## src/rtl/fbdr_pkg.sv

```systemverilog
// shared widths, limits and control bundles for the flat-bottom distance restraint
package fbdr_pkg;

    localparam int COORD_W    = 32;
    localparam int DIFF_W     = 33;
    localparam int ABS_W      = 33;
    localparam int LEN_W      = 31;
    localparam int K_W        = 32;
    localparam int SUM_W      = 66;
    localparam int DIST_W     = 33;
    localparam int MAG_W      = 33;
    localparam int MUL_A_W    = 66;
    localparam int MUL_B_W    = 33;
    localparam int PROD_W     = MUL_A_W + MUL_B_W;
    localparam int NUM_W      = 98;
    localparam int QUO_W      = 48;
    localparam int ENERGY_W   = 64;
    localparam int FORCE_W    = 48;
    localparam int NUM_AXES   = 3;

    localparam int LN_LSB     = 2 * NUM_AXES * COORD_W;
    localparam int TOL_LSB    = LN_LSB + LEN_W;
    localparam int K_LSB      = TOL_LSB + LEN_W;
    localparam int IN_BITS    = K_LSB + K_W;
    localparam int IN_DATA_W  = ((IN_BITS + 7) / 8) * 8;
    localparam int OUT_DATA_W = 2 * ENERGY_W + NUM_AXES * FORCE_W;

    localparam logic [ENERGY_W-1:0] ENERGY_MAX    = {1'b0, {(ENERGY_W-1){1'b1}}};
    localparam logic [FORCE_W-1:0]  FORCE_POS_MAX = {1'b0, {(FORCE_W-1){1'b1}}};
    localparam logic [FORCE_W-1:0]  FORCE_NEG_MAX = {1'b1, {(FORCE_W-1){1'b0}}};

    typedef struct packed {
        logic start;
        logic root;
    } t_div_req;

    typedef struct packed {
        logic done;
        logic ovf;
    } t_div_rsp;

endpackage

```

## src/rtl/fbdr_mul.sv

```systemverilog
// iterative multiplier, one 8-bit digit of the second operand per cycle
module fbdr_mul (
    input  logic                             i_clk,
    input  logic                             i_rst_n,
    input  logic                             i_start,
    input  logic [fbdr_pkg::MUL_A_W-1:0]     i_a,
    input  logic [fbdr_pkg::MUL_B_W-1:0]     i_b,
    output logic                             o_done,
    output logic [fbdr_pkg::PROD_W-1:0]      o_prod
);

    localparam int DIG_W  = 8;
    localparam int NDIG   = (fbdr_pkg::MUL_B_W + DIG_W - 1) / DIG_W;
    localparam int BPAD_W = NDIG * DIG_W;
    localparam int CNT_W  = $clog2(NDIG + 1);
    localparam int PP_W   = fbdr_pkg::MUL_A_W + DIG_W;

    logic                          r_busy;
    logic                          r_done;
    logic [CNT_W-1:0]              r_cnt;
    logic [fbdr_pkg::MUL_A_W-1:0]  r_a;
    logic [BPAD_W-1:0]             r_b;
    logic [fbdr_pkg::PROD_W-1:0]   r_acc;
    logic [PP_W-1:0]               w_pp;
    logic [fbdr_pkg::PROD_W-1:0]   w_acc_n;

    // msb digit first, accumulator shifts up one digit per step
    assign w_pp    = {{DIG_W{1'b0}}, r_a} * {{fbdr_pkg::MUL_A_W{1'b0}}, r_b[BPAD_W-1 -: DIG_W]};
    assign w_acc_n = (r_acc << DIG_W) + fbdr_pkg::PROD_W'(w_pp);

    always_ff @(posedge i_clk) begin
        if (!i_rst_n) begin
            r_busy <= 1'b0;
            r_done <= 1'b0;
            r_cnt  <= '0;
        end else begin
            r_done <= 1'b0;
            if (i_start) begin
                r_busy <= 1'b1;
                r_cnt  <= '0;
            end else if (r_busy) begin
                if (r_cnt == CNT_W'(NDIG - 1)) begin
                    r_busy <= 1'b0;
                    r_done <= 1'b1;
                end
                r_cnt <= r_cnt + 1'b1;
            end
        end
    end

    always_ff @(posedge i_clk) begin
        if (i_start) begin
            r_a   <= i_a;
            r_b   <= BPAD_W'(i_b);
            r_acc <= '0;
        end else if (r_busy) begin
            r_acc <= w_acc_n;
            r_b   <= r_b << DIG_W;
        end
    end

    assign o_done = r_done;
    assign o_prod = r_acc;

endmodule

```

## src/rtl/fbdr_div.sv

```systemverilog
// bit-serial restoring unit for integer square root and bounded division
module fbdr_div #(
    parameter int DEN_W = 49
) (
    input  logic                          i_clk,
    input  logic                          i_rst_n,
    input  fbdr_pkg::t_div_req            i_req,
    input  logic [fbdr_pkg::NUM_W-1:0]    i_num,
    input  logic [DEN_W-1:0]              i_den,
    output fbdr_pkg::t_div_rsp            o_rsp,
    output logic [fbdr_pkg::QUO_W-1:0]    o_res
);

    localparam int HI_W  = fbdr_pkg::NUM_W - fbdr_pkg::QUO_W;
    localparam int CS_W  = (DEN_W + 1 > HI_W) ? DEN_W + 1 : HI_W;
    localparam int CNT_W = $clog2(fbdr_pkg::QUO_W + 1);
    localparam int PAD_W = fbdr_pkg::NUM_W - fbdr_pkg::SUM_W;

    typedef enum logic [1:0] {
        D_IDLE,
        D_PRE,
        D_RUN
    } t_dstate;

    t_dstate                       r_state;
    logic                          r_root;
    logic                          r_done;
    logic                          r_ovf;
    logic [CNT_W-1:0]              r_cnt;
    logic [CS_W-1:0]               r_rem;
    logic [fbdr_pkg::NUM_W-1:0]    r_num;
    logic [fbdr_pkg::QUO_W-1:0]    r_res;
    logic [DEN_W-1:0]              r_den;
    logic [CS_W-1:0]               w_cand;
    logic [CS_W-1:0]               w_trial;
    logic [CS_W:0]                 w_diff;
    logic                          w_ge;
    logic [CNT_W-1:0]              w_last_cnt;

    always_comb begin
        priority if (r_state == D_PRE) begin
            w_cand = r_rem;
        end else if (r_root) begin
            w_cand = {r_rem[CS_W-3:0], r_num[fbdr_pkg::NUM_W-1 -: 2]};
        end else begin
            w_cand = {r_rem[CS_W-2:0], r_num[fbdr_pkg::NUM_W-1]};
        end
    end

    // shared trial subtract
    assign w_trial    = r_root ? CS_W'({r_res, 2'b01}) : CS_W'(r_den);
    assign w_diff     = {1'b0, w_cand} - {1'b0, w_trial};
    assign w_ge       = !w_diff[CS_W];
    assign w_last_cnt = r_root ? CNT_W'(fbdr_pkg::DIST_W - 1) : CNT_W'(fbdr_pkg::QUO_W - 1);

    always_ff @(posedge i_clk) begin
        if (!i_rst_n) begin
            r_state <= D_IDLE;
            r_done  <= 1'b0;
            r_ovf   <= 1'b0;
        end else begin
            r_done <= 1'b0;
            unique case (r_state)
                D_IDLE: begin
                    if (i_req.start) begin
                        r_root <= i_req.root;
                        r_den  <= i_den;
                        r_res  <= '0;
                        r_cnt  <= '0;
                        r_ovf  <= 1'b0;
                        if (i_req.root) begin
                            r_rem   <= '0;
                            r_num   <= {i_num[fbdr_pkg::SUM_W-1:0], {PAD_W{1'b0}}};
                            r_state <= D_RUN;
                        end else begin
                            r_rem   <= CS_W'(i_num[fbdr_pkg::NUM_W-1 -: HI_W]);
                            r_num   <= {i_num[fbdr_pkg::QUO_W-1:0], {HI_W{1'b0}}};
                            r_state <= D_PRE;
                        end
                    end
                end
                D_PRE: begin
                    // quotient would need more than the result width
                    if (w_ge) begin
                        r_ovf   <= 1'b1;
                        r_done  <= 1'b1;
                        r_state <= D_IDLE;
                    end else begin
                        r_state <= D_RUN;
                    end
                end
                D_RUN: begin
                    r_rem <= w_ge ? w_diff[CS_W-1:0] : w_cand;
                    r_res <= {r_res[fbdr_pkg::QUO_W-2:0], w_ge};
                    r_num <= r_root ? (r_num << 2) : (r_num << 1);
                    r_cnt <= r_cnt + 1'b1;
                    if (r_cnt == w_last_cnt) begin
                        r_done  <= 1'b1;
                        r_state <= D_IDLE;
                    end
                end
                default: r_state <= D_IDLE;
            endcase
        end
    end

    assign o_rsp = '{done: r_done, ovf: r_ovf};
    assign o_res = r_res;

endmodule

```

## src/rtl/flat_bottom_distance_restraint.sv

```systemverilog
// flat-bottom harmonic distance restraint: sequencer, energy total and result register
//
//  port group   dir  tdata fields (lsb first)                             side bits
//  i_s_*        in   first_x/y/z, second_x/y/z, rest_length, tolerance,  tlast = last_spring
//                    stiffness
//  o_m_*        out  energy_term, energy_total, force_x/y/z               tuser = zero_distance,
//                                                                         tlast = set_done
//
//  each axis force with a nonzero offset needs a 48-step bit-serial divide,
//  the distance a 33-step root, and each product 5 digit steps of the shared multiplier
//  items with no force (inside tolerance, zero stiffness, coincident atoms) skip the force divides
//  i_rst_n (synchronous, active low) clears the sequencer, the energy total and o_m_tvalid
//  o_s_tready is high only between items; a finished result waits in the output register
//  while the next item is taken, and the sequencer holds at the end if it is still unread
module flat_bottom_distance_restraint #(
    parameter int FRAC_BITS = 16
) (
    input  logic                                i_clk,
    input  logic                                i_rst_n,
    input  logic                                i_s_tvalid,
    output logic                                o_s_tready,
    // first_x, first_y, first_z, second_x, second_y, second_z, rest_length, tolerance, stiffness
    input  logic [fbdr_pkg::IN_DATA_W-1:0]      i_s_tdata,
    input  logic                                i_s_tlast,
    output logic                                o_m_tvalid,
    input  logic                                i_m_tready,
    // energy_term, energy_total, force_x, force_y, force_z
    output logic [fbdr_pkg::OUT_DATA_W-1:0]     o_m_tdata,
    // zero_distance
    output logic                                o_m_tuser,
    output logic                                o_m_tlast
);

    localparam int DEN_W = fbdr_pkg::DIST_W + FRAC_BITS;
    localparam int ESH   = 2 * FRAC_BITS + 1;
    localparam int AX_W  = $clog2(fbdr_pkg::NUM_AXES);
    localparam int NA    = fbdr_pkg::NUM_AXES;

    typedef enum logic [2:0] {
        S_IDLE,
        S_MUL,
        S_DIV,
        S_DELTA,
        S_AXIS,
        S_FIN
    } t_state;

    typedef enum logic [2:0] {
        OP_SQ,
        OP_MAG2,
        OP_ENERGY,
        OP_KM,
        OP_NUM
    } t_op;

    t_state                              r_state;
    t_op                                 r_op;
    logic [AX_W-1:0]                     r_ax;
    logic [fbdr_pkg::ABS_W-1:0]          r_abs [NA];
    logic                                r_neg [NA];
    logic [fbdr_pkg::FORCE_W-1:0]        r_force [NA];
    logic [fbdr_pkg::SUM_W-1:0]          r_sum;
    logic [fbdr_pkg::DIST_W-1:0]         r_d;
    logic [fbdr_pkg::LEN_W-1:0]          r_ln;
    logic [fbdr_pkg::LEN_W-1:0]          r_tol;
    logic [fbdr_pkg::K_W-1:0]            r_k;
    logic                                r_last;
    logic [fbdr_pkg::MAG_W-1:0]          r_mag;
    logic                                r_dneg;
    logic [fbdr_pkg::MUL_A_W-1:0]        r_km;
    logic [fbdr_pkg::ENERGY_W-1:0]       r_term;
    logic [fbdr_pkg::ENERGY_W-1:0]       r_total;
    logic [fbdr_pkg::ENERGY_W-1:0]       r_acc;
    logic                                r_mul_start;
    logic [fbdr_pkg::MUL_A_W-1:0]        r_mul_a;
    logic [fbdr_pkg::MUL_B_W-1:0]        r_mul_b;
    fbdr_pkg::t_div_req                  r_div_req;
    logic [fbdr_pkg::NUM_W-1:0]          r_div_num;
    logic                                r_m_valid;
    logic [fbdr_pkg::OUT_DATA_W-1:0]     r_m_data;
    logic                                r_m_user;
    logic                                r_m_last;

    logic [fbdr_pkg::COORD_W-1:0]        w_fst [NA];
    logic [fbdr_pkg::COORD_W-1:0]        w_sec [NA];
    logic [fbdr_pkg::DIFF_W-1:0]         w_diff [NA];
    logic [fbdr_pkg::ABS_W-1:0]          w_abs [NA];
    logic                                w_mul_done;
    logic [fbdr_pkg::PROD_W-1:0]         w_mul_prod;
    fbdr_pkg::t_div_rsp                  w_div_rsp;
    logic [fbdr_pkg::QUO_W-1:0]          w_div_res;
    logic [DEN_W-1:0]                    w_den;
    logic [fbdr_pkg::SUM_W-1:0]          w_sum_n;
    logic [fbdr_pkg::DIST_W:0]           w_e;
    logic [fbdr_pkg::DIST_W:0]           w_ae;
    logic [fbdr_pkg::MAG_W-1:0]          w_mag;
    logic [fbdr_pkg::PROD_W-1:0]         w_eshift;
    logic                                w_esat;
    logic [fbdr_pkg::ENERGY_W-1:0]       w_term;
    logic [fbdr_pkg::ENERGY_W-1:0]       w_sum64;
    logic [fbdr_pkg::ENERGY_W-1:0]       w_total;
    logic                                w_fneg;
    logic [fbdr_pkg::FORCE_W-1:0]        w_fval;
    logic                                w_last_ax;
    logic                                w_no_force;

    always_comb begin
        for (int i = 0; i < NA; i++) begin
            w_fst[i]  = i_s_tdata[i * fbdr_pkg::COORD_W +: fbdr_pkg::COORD_W];
            w_sec[i]  = i_s_tdata[(NA + i) * fbdr_pkg::COORD_W +: fbdr_pkg::COORD_W];
            w_diff[i] = {w_sec[i][fbdr_pkg::COORD_W-1], w_sec[i]}
                      - {w_fst[i][fbdr_pkg::COORD_W-1], w_fst[i]};
            w_abs[i]  = w_diff[i][fbdr_pkg::DIFF_W-1] ? ('0 - w_diff[i]) : w_diff[i];
        end
    end

    assign w_sum_n = r_sum + w_mul_prod[fbdr_pkg::SUM_W-1:0];
    assign w_den   = {r_d, {FRAC_BITS{1'b0}}};

    // signed excess over the flat bottom
    assign w_e   = {1'b0, r_d} - (fbdr_pkg::DIST_W + 1)'(r_ln);
    assign w_ae  = w_e[fbdr_pkg::DIST_W] ? ('0 - w_e) : w_e;
    assign w_mag = (w_ae > (fbdr_pkg::DIST_W + 1)'(r_tol))
                 ? fbdr_pkg::MAG_W'(w_ae - (fbdr_pkg::DIST_W + 1)'(r_tol)) : '0;

    // energy term and saturating total
    assign w_eshift = w_mul_prod >> ESH;
    assign w_esat   = |w_eshift[fbdr_pkg::PROD_W-1:fbdr_pkg::ENERGY_W-1];
    assign w_term   = w_esat ? fbdr_pkg::ENERGY_MAX
                             : {1'b0, w_eshift[fbdr_pkg::ENERGY_W-2:0]};
    assign w_sum64  = r_acc + w_term;
    assign w_total  = w_sum64[fbdr_pkg::ENERGY_W-1] ? fbdr_pkg::ENERGY_MAX : w_sum64;

    // signed, saturated force from the quotient
    assign w_fneg = r_dneg ^ r_neg[0];
    always_comb begin
        if (w_fneg) begin
            w_fval = (w_div_rsp.ovf || (w_div_res[fbdr_pkg::QUO_W-1] && |w_div_res[fbdr_pkg::QUO_W-2:0]))
                   ? fbdr_pkg::FORCE_NEG_MAX : fbdr_pkg::FORCE_W'('0 - w_div_res);
        end else begin
            w_fval = (w_div_rsp.ovf || w_div_res[fbdr_pkg::QUO_W-1])
                   ? fbdr_pkg::FORCE_POS_MAX : fbdr_pkg::FORCE_W'(w_div_res);
        end
    end

    assign w_last_ax  = (r_ax == AX_W'(NA - 1));
    assign w_no_force = (r_d == '0) || (r_mag == '0) || (r_k == '0);

    always_ff @(posedge i_clk) begin
        if (!i_rst_n) begin
            r_state     <= S_IDLE;
            r_mul_start <= 1'b0;
            r_div_req   <= '{start: 1'b0, root: 1'b0};
            r_m_valid   <= 1'b0;
            r_acc       <= '0;
        end else begin
            r_mul_start     <= 1'b0;
            r_div_req.start <= 1'b0;
            if (i_m_tready) begin
                r_m_valid <= 1'b0;
            end
            unique case (r_state)
                S_IDLE: begin
                    if (i_s_tvalid) begin
                        for (int i = 0; i < NA; i++) begin
                            r_abs[i] <= w_abs[i];
                            r_neg[i] <= w_diff[i][fbdr_pkg::DIFF_W-1];
                        end
                        r_ln        <= i_s_tdata[fbdr_pkg::LN_LSB +: fbdr_pkg::LEN_W];
                        r_tol       <= i_s_tdata[fbdr_pkg::TOL_LSB +: fbdr_pkg::LEN_W];
                        r_k         <= i_s_tdata[fbdr_pkg::K_LSB +: fbdr_pkg::K_W];
                        r_last      <= i_s_tlast;
                        r_sum       <= '0;
                        r_ax        <= '0;
                        r_mul_start <= 1'b1;
                        r_mul_a     <= fbdr_pkg::MUL_A_W'(w_abs[0]);
                        r_mul_b     <= w_abs[0];
                        r_op        <= OP_SQ;
                        r_state     <= S_MUL;
                    end
                end
                S_MUL: begin
                    if (w_mul_done) begin
                        unique case (r_op)
                            OP_SQ: begin
                                r_sum    <= w_sum_n;
                                r_abs[0] <= r_abs[1];
                                r_abs[1] <= r_abs[2];
                                r_abs[2] <= r_abs[0];
                                r_neg[0] <= r_neg[1];
                                r_neg[1] <= r_neg[2];
                                r_neg[2] <= r_neg[0];
                                if (w_last_ax) begin
                                    r_div_req <= '{start: 1'b1, root: 1'b1};
                                    r_div_num <= fbdr_pkg::NUM_W'(w_sum_n);
                                    r_state   <= S_DIV;
                                end else begin
                                    r_ax        <= r_ax + 1'b1;
                                    r_mul_start <= 1'b1;
                                    r_mul_a     <= fbdr_pkg::MUL_A_W'(r_abs[1]);
                                    r_mul_b     <= r_abs[1];
                                end
                            end
                            OP_MAG2: begin
                                r_mul_start <= 1'b1;
                                r_mul_a     <= w_mul_prod[fbdr_pkg::MUL_A_W-1:0];
                                r_mul_b     <= fbdr_pkg::MUL_B_W'(r_k);
                                r_op        <= OP_ENERGY;
                            end
                            OP_ENERGY: begin
                                r_term  <= w_term;
                                r_total <= w_total;
                                r_acc   <= r_last ? '0 : w_total;
                                if (w_no_force) begin
                                    for (int i = 0; i < NA; i++) begin
                                        r_force[i] <= '0;
                                    end
                                    r_state <= S_FIN;
                                end else begin
                                    r_mul_start <= 1'b1;
                                    r_mul_a     <= fbdr_pkg::MUL_A_W'(r_k);
                                    r_mul_b     <= fbdr_pkg::MUL_B_W'(r_mag);
                                    r_op        <= OP_KM;
                                end
                            end
                            OP_KM: begin
                                r_km    <= w_mul_prod[fbdr_pkg::MUL_A_W-1:0];
                                r_ax    <= '0;
                                r_state <= S_AXIS;
                            end
                            OP_NUM: begin
                                r_div_req <= '{start: 1'b1, root: 1'b0};
                                r_div_num <= w_mul_prod[fbdr_pkg::NUM_W-1:0];
                                r_state   <= S_DIV;
                            end
                            default: r_state <= S_IDLE;
                        endcase
                    end
                end
                S_DIV: begin
                    if (w_div_rsp.done) begin
                        if (r_op == OP_SQ) begin
                            r_d     <= w_div_res[fbdr_pkg::DIST_W-1:0];
                            r_state <= S_DELTA;
                        end else begin
                            r_force[0] <= r_force[1];
                            r_force[1] <= r_force[2];
                            r_force[2] <= w_fval;
                            r_abs[0]   <= r_abs[1];
                            r_abs[1]   <= r_abs[2];
                            r_abs[2]   <= r_abs[0];
                            r_neg[0]   <= r_neg[1];
                            r_neg[1]   <= r_neg[2];
                            r_neg[2]   <= r_neg[0];
                            r_ax       <= r_ax + 1'b1;
                            r_state    <= w_last_ax ? S_FIN : S_AXIS;
                        end
                    end
                end
                S_DELTA: begin
                    r_mag       <= w_mag;
                    r_dneg      <= w_e[fbdr_pkg::DIST_W];
                    r_mul_start <= 1'b1;
                    r_mul_a     <= fbdr_pkg::MUL_A_W'(w_mag);
                    r_mul_b     <= fbdr_pkg::MUL_B_W'(w_mag);
                    r_op        <= OP_MAG2;
                    r_state     <= S_MUL;
                end
                S_AXIS: begin
                    if (r_abs[0] == '0) begin
                        // no offset on this axis
                        r_force[0] <= r_force[1];
                        r_force[1] <= r_force[2];
                        r_force[2] <= '0;
                        r_abs[0]   <= r_abs[1];
                        r_abs[1]   <= r_abs[2];
                        r_abs[2]   <= r_abs[0];
                        r_neg[0]   <= r_neg[1];
                        r_neg[1]   <= r_neg[2];
                        r_neg[2]   <= r_neg[0];
                        r_ax       <= r_ax + 1'b1;
                        r_state    <= w_last_ax ? S_FIN : S_AXIS;
                    end else begin
                        r_mul_start <= 1'b1;
                        r_mul_a     <= r_km;
                        r_mul_b     <= r_abs[0];
                        r_op        <= OP_NUM;
                        r_state     <= S_MUL;
                    end
                end
                S_FIN: begin
                    if (!r_m_valid || i_m_tready) begin
                        r_m_valid <= 1'b1;
                        r_m_data  <= {r_force[2], r_force[1], r_force[0], r_total, r_term};
                        r_m_user  <= (r_d == '0);
                        r_m_last  <= r_last;
                        r_state   <= S_IDLE;
                    end
                end
                default: r_state <= S_IDLE;
            endcase
        end
    end

    fbdr_mul u_mul (
        .i_clk   (i_clk),
        .i_rst_n (i_rst_n),
        .i_start (r_mul_start),
        .i_a     (r_mul_a),
        .i_b     (r_mul_b),
        .o_done  (w_mul_done),
        .o_prod  (w_mul_prod)
    );

    fbdr_div #(
        .DEN_W (DEN_W)
    ) u_div (
        .i_clk   (i_clk),
        .i_rst_n (i_rst_n),
        .i_req   (r_div_req),
        .i_num   (r_div_num),
        .i_den   (w_den),
        .o_rsp   (w_div_rsp),
        .o_res   (w_div_res)
    );

    assign o_s_tready = (r_state == S_IDLE);
    assign o_m_tvalid = r_m_valid;
    assign o_m_tdata  = r_m_data;
    assign o_m_tuser  = r_m_user;
    assign o_m_tlast  = r_m_last;

`ifndef SYNTHESIS
    a_mul_done_in_mul: assert property (@(posedge i_clk) disable iff (!i_rst_n)
        w_mul_done |-> r_state == S_MUL)
        else $error("multiplier finished outside a multiply step");

    a_div_done_in_div: assert property (@(posedge i_clk) disable iff (!i_rst_n)
        w_div_rsp.done |-> r_state == S_DIV)
        else $error("divider finished outside a divide step");

    a_zero_dist_no_force: assert property (@(posedge i_clk) disable iff (!i_rst_n)
        o_m_tvalid && o_m_tuser
            |-> r_m_data[fbdr_pkg::OUT_DATA_W-1:2*fbdr_pkg::ENERGY_W] == '0)
        else $error("force reported for coincident atoms");

    a_total_covers_term: assert property (@(posedge i_clk) disable iff (!i_rst_n)
        o_m_tvalid |-> r_m_data[2*fbdr_pkg::ENERGY_W-1:fbdr_pkg::ENERGY_W]
                       >= r_m_data[fbdr_pkg::ENERGY_W-1:0])
        else $error("energy total below energy term");

    a_set_end_clears: assert property (@(posedge i_clk) disable iff (!i_rst_n)
        r_state == S_FIN && r_last |-> r_acc == '0)
        else $error("energy total not cleared after last spring");
`endif

endmodule
```

## config.mk

```make
export PLATFORM = sky130hd
export DESIGN_NAME = flat_bottom_distance_restraint
export DESIGN_NICKNAME = d
export VERILOG_FILES = /design/src/rtl/fbdr_pkg.sv /design/src/rtl/fbdr_mul.sv /design/src/rtl/fbdr_div.sv /design/src/rtl/flat_bottom_distance_restraint.sv
export SDC_FILE = /design/constraint.sdc
export NUM_CORES = 2
export LEC_CHECK = 0
export BUFFER_PORTS_ARGS = -buffer_cell sky130_fd_sc_hd__clkbuf_2
export CORE_MARGIN = 8
export CORE_UTILIZATION = 45
export CTS_CLUSTER_SIZE = 28
export DETAILED_ROUTE_END_ITERATION = 10
export PLACE_DENSITY = 0.73
export SLEW_MARGIN = 10
export SYNTH_ARGS = -nofsm -noshare
export SYNTH_HDL_FRONTEND = slang
export SYNTH_SLANG_ARGS = --single-unit
```

## constraint.sdc

```tcl
create_clock -name i_clk -period 27.5 [get_ports i_clk]
set_clock_uncertainty 0.05 [all_clocks]
set_input_delay 4.125 -clock i_clk [delete_from_list [all_inputs] [get_ports i_clk]]
set_output_delay 4.125 -clock i_clk [all_outputs]
set_load 0.005 [all_outputs]
```

Word-level counts from Yosys, hierarchy flattened
Memory sizes are Yosys's and may differ from the RTL's. A register that Yosys moved wholly into a read port is not among the register bits.
Index checks and enable logic that the tools add are counted.
Widths: inputs -> output; s select.
Storage, ports and cells
  register bits after elaboration: 1419
  RAM bits: 246
  input bits: 293
  output and inout port bits: 276
  word-level logic and storage cells: 317
  memories: 3
Memory list
  r_force: words 3, bits a word 48, rd ports 3, clocked after memory_dff 1, write ports 3, RTL line flat_bottom_distance_restraint.sv:61  | logic [fbdr_pkg::FORCE_W-1:0] r_force [NA];
  r_abs: words 3, bits a word 33, rd ports 3, clocked after memory_dff 0, write ports 3, RTL line flat_bottom_distance_restraint.sv:59  | logic [fbdr_pkg::ABS_W-1:0] r_abs [NA];
  r_neg: words 3, bits a word 1, rd ports 3, clocked after memory_dff 0, write ports 3, RTL line flat_bottom_distance_restraint.sv:60  | logic r_neg [NA];
Cells by class
  add/sub/neg operators: 17
  $mul: 1
  magnitude comparators: 1
  eq/ne operators: 34
  mux-type cells: 148
  bitwise logic cells: 27
  reductions and logical operators: 45
Operators with widths (count)
  $mux 33: 20
  $mux 66: 8
  $mux 48: 10
  $mux 98: 4
  $pmux 98 s2: 2
  $mux 50: 6
  $pmux 66 s4: 1
  $pmux 66 s3: 1
  $mux 63: 3
  $pmux 33 s4: 1
  $pmux 66 s2: 1
  $pmux 50 s2: 1
  $add 99x74->99: 1
  $logic_not 33->1: 3
  $pmux 33 s3: 1
  $sub 1x33->33 const A: 3
  $sub 32x32->33: 3
  $pmux 48 s2: 1
  $mul 66x8->74: 1
  $add 66x66->66: 1
  $add 64x63->64: 1
  $sub 50x50->51: 1
  $mux 1: 49
  $sub 1x48->48 const A: 1
  55 further kinds: 149

Logic depth before layout (Yosys ltp)
  depth in word-level cells: 11
  depth in mapped cells: 30
  mapped depth without buffers: 27

Hierarchy
From an unflattened synthesis, not the netlist that was laid out.
Second synthesis, totals
  cells, all modules: 10133
  area total of the unflattened synthesis: 105864.0 um2
By module, submodules not included
  flat_bottom_distance_restraint: instances 1, cells each 5805, area each 64310.4 um2, seq. area each 35634.2 um2
  fbdr_mul: instances 1, cells each 2904, area each 26832.0 um2, seq. area each 5195.0 um2
  fbdr_div: instances 1, cells each 1424, area each 14721.6 um2, seq. area each 6686.4 um2

Least setup slack after synthesis
No wires, ideal clock.
  kind: input to register
  start: input port i_rst_n
  end: register r_m_data (netlist bit o_m_tdata[0]) (enable)
  setup time: 1.237 ns
  arrival: 22.827 ns
  data required time: 26.213 ns
  path slack: 3.386 ns
  stages: 3
  path buffers: 1
  cell sequence: clkbuf_1 > inv_1 > nor3_1
Between the ends
  word-level cells in the longest chain between the ends: 1
Ends and longest elaborated chain
  start, declared: RTL line flat_bottom_distance_restraint.sv:19  | input logic i_rst_n,
  $reduce_and 3->1 (no line)
  end signal, assigned: RTL line flat_bottom_distance_restraint.sv:294  | r_m_data <= {r_force[2], r_force[1], r_force[0], r_total, r_term};
  end, declared: RTL line flat_bottom_distance_restraint.sv:80  | logic [fbdr_pkg::OUT_DATA_W-1:0] r_m_data;
No other way between the ends.
A chain may end at the register's enable or synchronous reset.

Final worst setup path
  start: register r_d[5] (netlist name)
  end: register r_mul_a[25] (netlist name) (data pin)
Between the ends
  word-level cells in the longest chain between the ends: 6
  elaborated cells on any way between the ends: 7
  those cells by class: add/sub (3); order compare (1); mux (3)
Ends and longest elaborated chain
  start, declared: RTL line flat_bottom_distance_restraint.sv:63  | logic [fbdr_pkg::DIST_W-1:0] r_d;
  start signal, assigned: RTL line flat_bottom_distance_restraint.sv:243  | r_d <= w_div_res[fbdr_pkg::DIST_W-1:0];
  $sub 33x31->34 *: RTL line flat_bottom_distance_restraint.sv:121  | assign w_e = {1'b0, r_d} - (fbdr_pkg::DIST_W + 1)'(r_ln);
  $sub 1x34->34: RTL line flat_bottom_distance_restraint.sv:122  | assign w_ae = w_e[fbdr_pkg::DIST_W] ? ('0 - w_e) : w_e;
  $mux 34 *: RTL line flat_bottom_distance_restraint.sv:122
  $sub 33x31->33 / $gt 34x31->1 (equally long branches): RTL line flat_bottom_distance_restraint.sv:124, flat_bottom_distance_restraint.sv:123
  $mux 33 *: RTL line flat_bottom_distance_restraint.sv:124  | ? fbdr_pkg::MAG_W'(w_ae - (fbdr_pkg::DIST_W + 1)'(r_tol)) : '0;
  $pmux 66 s4 *: RTL line flat_bottom_distance_restraint.sv:162  | unique case (r_state)
  end signal, assigned: RTL line flat_bottom_distance_restraint.sv:176  | r_mul_a <= fbdr_pkg::MUL_A_W'(w_abs[0]);
  end signal, assigned: RTL line flat_bottom_distance_restraint.sv:200  | r_mul_a <= fbdr_pkg::MUL_A_W'(r_abs[1]);
  end signal, assigned: RTL line flat_bottom_distance_restraint.sv:206  | r_mul_a <= w_mul_prod[fbdr_pkg::MUL_A_W-1:0];
  end, declared: RTL line flat_bottom_distance_restraint.sv:75  | logic [fbdr_pkg::MUL_A_W-1:0] r_mul_a;
Mark *: on every way between the ends. The rest lies on a longest branch, timed or not.

==> results.tsv <==
metric	value	unit
outcome	completed	
CP Capture Type	flop	
Hold Crit Depth	0	
Fill cells	20060	
FF/Latch Area	47050	sq um
CTS root buffer	clkbuf_16	
Area contributors post-synth	edfxtp_1 42%, fa_1 8.9%, ha_1 5.5%	
Final setup viols	0	
Post-DP Area	108800	sq um
first-pass GRT wire length	456800	microns
Die Footprint	244600	sq um
top_reg_cell synth	edfxtp_1	
Hold Vio Cnt, Final	0	
pin count of the biggest net entering global routing	147	
Setup TNS Final	0	ns
startpoint types	flop	
top-count cell post-synth	edfxtp_1	
number of synthesized flops with an enable pin	1443	
initial antenna violation count	10	
# port buffers	564	
IO Count	569	
Inserted Clock Buffers	171	
vias in the first global route	76770	
Post-Syn Instances	9824	
RSZ-0062 raised after global routing	no	
Layout Nets	11370	
Post-route DRC	0	
Crit path required time	27.95	ns
Worst Path Buf+Inv	3	
Core ar.	227500	sq um
Final Cycle Share	0.3267	
post-CTS setup buffers	0	
CP arrival	9.43	ns
clock sink total	1628	
CP peak stage delay	0.65	ns
Pre-Repair DR Iteration Count	8	
synth warn	0	
Via Count	77940	
RD Place Congestion	0.9630	
CTS tree	done	
slowest CP cell	nand2b_1	
leakage	46.15	nW
post-route cell area	114700	sq um
Multi-input gate area	51950	sq um
Final HPWL DP	226600	microns
Async SR Flop Fraction	0	
Worst Setup EP	r_mul_a[25]$_DFFE_PP_	
worst skew pair latency	0.84	ns
Power per Cell Area	100.4	nW/um^2
reg-to-reg endpoint	r_mul_a[25]$_DFFE_PP_	
Clock Tree Buf Depth	3	
Die Span Y	494.6	microns
worst r2r src	r_d[5]$_DFFE_PP_	
remaining antenna violation count	0	
fmax	0.1113	GHz
top cell type's share of synthesized area	0.4204	
number of synthesized register bits	1628	
via/cell ratio	5.848	
cell family with most CP delay	compound AO/OA/AOI/OAI gates	
mean area per synthesized cell	10.49	sq um
post-CTS sizing	0	
Synth area leader	edfxtp_1	
sequential element share of the synthesized area	0.4564	
setup slack, reg-to-reg	18.52	ns
Hold WC Path Type	reg -> reg	
Site Rows	175	
Max IR drop VDD	0.1277	mV
WP depth	26	
Starting Density	0.4530	
chip width	494.6	microns
GRT Total Usage	0.2363	
Reg2Reg Depth	26	
max-slew violation count	0	
Iter 0 DRT Violations	7311	
clock-pin transition on the worst setup and hold timing paths	0.06	ns
post-route setup slack	18.52	ns
most frequent cells after synthesis	1443 x edfxtp_1, 1143 x nand2_1, 650 x inv_1	
Syn-to-layout area delta	11.27	%
Post-Synthesis Cell Area	103100	sq um
Yosys cell types	97	
drt total wl	300900	microns
routed len/inst	22.58	microns
Slew @ Worst Pin	1.316	ns
post-placement setup slack	18.54	ns
CTS Hold Bufs	0	
Overflow after GRT	0	
post-route minimum period	8.984	ns
Max Fanout on Critical Path	35	
CP startpoint	r_d[5]$_DFFE_PP_	
H-tree levels	4	
Setup CP Type	reg -> reg	
maxcap violations	0	
share of layout cells above drive strength 1	0.1062	
Slew headroom	0.1143	
[through the flow]
step	power, mW	util	hold WS [ns]	std cells
global route	12.26	0.5041	0.3550	13320
floorplan	7.368	-	0.3503	9825
detailed placement	9.017	0.4780	0.3545	13010
global placement	8.925	0.4780	0.3510	13010
finish	11.51	0.5041	0.3493	13330
CTS	11.50	0.5040	0.3494	13320
[layout by cell type, fill, tap and decap left out, drive strengths merged, types with 32 or more instances in the layout]
cell | netlist | final
a211oi | 112 | 112
nand3 | 133 | 133
nor3 | 109 | 109
o211ai | 63 | 63
mux2i | 223 | 223
buf | 50 | 92
a221oi | 67 | 67
inv | 651 | 666
o31ai | 37 | 37
a21oi | 596 | 596
or3 | 63 | 63
nand3b | 32 | 32
fa | 456 | 456
edfxtp | 1443 | 1443
a21o | 236 | 236
nand2b | 90 | 90
nor2b | 219 | 219
a31oi | 95 | 95
xnor2 | 297 | 297
o21ai | 601 | 601
and3 | 94 | 94
nor4 | 61 | 61
xor2 | 199 | 199
ha | 450 | 450
o21bai | 68 | 68
clkbuf | 434 | 774
nor2 | 562 | 562
clkinv | 4 | 55
or2 | 35 | 35
nand4 | 101 | 101
nand2 | 1143 | 1143
dfxtp | 185 | 185
a22o | 108 | 108
and2 | 326 | 326
o21a | 68 | 68
[power by group]
part,leakage [nW],switching [mW],internal [mW]
clock,2.82,1.04,1.40
sequential,14.9,0.193,2.93
combinational,28.4,3.71,2.25
[worst register-to-register path, delay by kind of cell, from the launching register on]
family,cells,cell delay [ns]
compound gates,13,4.17
simple gates,7,1.87
buf+inv,3,1.04
fa+ha+maj,2,0.85
flops,1,0.50
xor+xnor,1,0.18
[final cells by class]
type | instances | share of cell area
clock inverter | 105 | 0.01175
sequential | 1628 | 0.4102
timing repair buffer | 656 | 0.03074
antenna | 6 | 0.0001309
multi-input combinational | 7058 | 0.4530
inverter | 655 | 0.02148
tap | 3009 | 0.03283
clock buffer | 210 | 0.03985
[registers in the layout (all words and copies together) (netlist names), 98 cells and up]
name,flops
o_m_tdata,270
r_force,144
u_mul.o_prod,99
r_div_num,98
r_abs,99
[worst min-delay path by stage]
stage	slack, ns	endpoint	startpoint
finish	0.35	u_mul.r_a[40]$_DFFE_PP_	r_mul_a[40]$_DFFE_PP_
global route	0.35	u_mul.r_a[40]$_DFFE_PP_	r_mul_a[40]$_DFFE_PP_
CTS	0.35	u_mul.r_a[40]$_DFFE_PP_	r_mul_a[40]$_DFFE_PP_
detailed placement	0.35	o_m_tdata[102]$_DFFE_PP_	r_total[38]$_DFFE_PP_
global placement	0.35	u_mul.r_a[64]$_DFFE_PP_	r_mul_a[64]$_DFFE_PP_
floorplan	0.35	o_m_tdata[0]$_DFFE_PP_	r_term[0]$_DFFE_PP_
[cells by family (layout without fill, tap and decap cells)]
| group | Yosys count | after routing | synth area share |
|---|---|---|---|
| and+or+nand+nor | 3052 | 3052 | 0.1434 |
| muxes | 253 | 253 | 0.02493 |
| xor gates and xnor gates | 496 | 496 | 0.04215 |
| DFF | 1628 | 1628 | 0.4564 |
| AOI/OAI and AO/OA | 2348 | 2348 | 0.1479 |
| other | 1 | 8 | 0.00003638 |
| adders and majority gates | 907 | 907 | 0.1433 |
| buffers and inverters | 1139 | 1626 | 0.04194 |
[routing by layer]
metal  vias up  share of wire  track usage
met5         -        0.00017            0
met4         6          0.047      0.09793
met1     38100           0.41       0.3115
met3       597          0.078      0.04155
li1      35880              -            -
met2      3367           0.46       0.3864
Power figures use the tool's default switching activity.
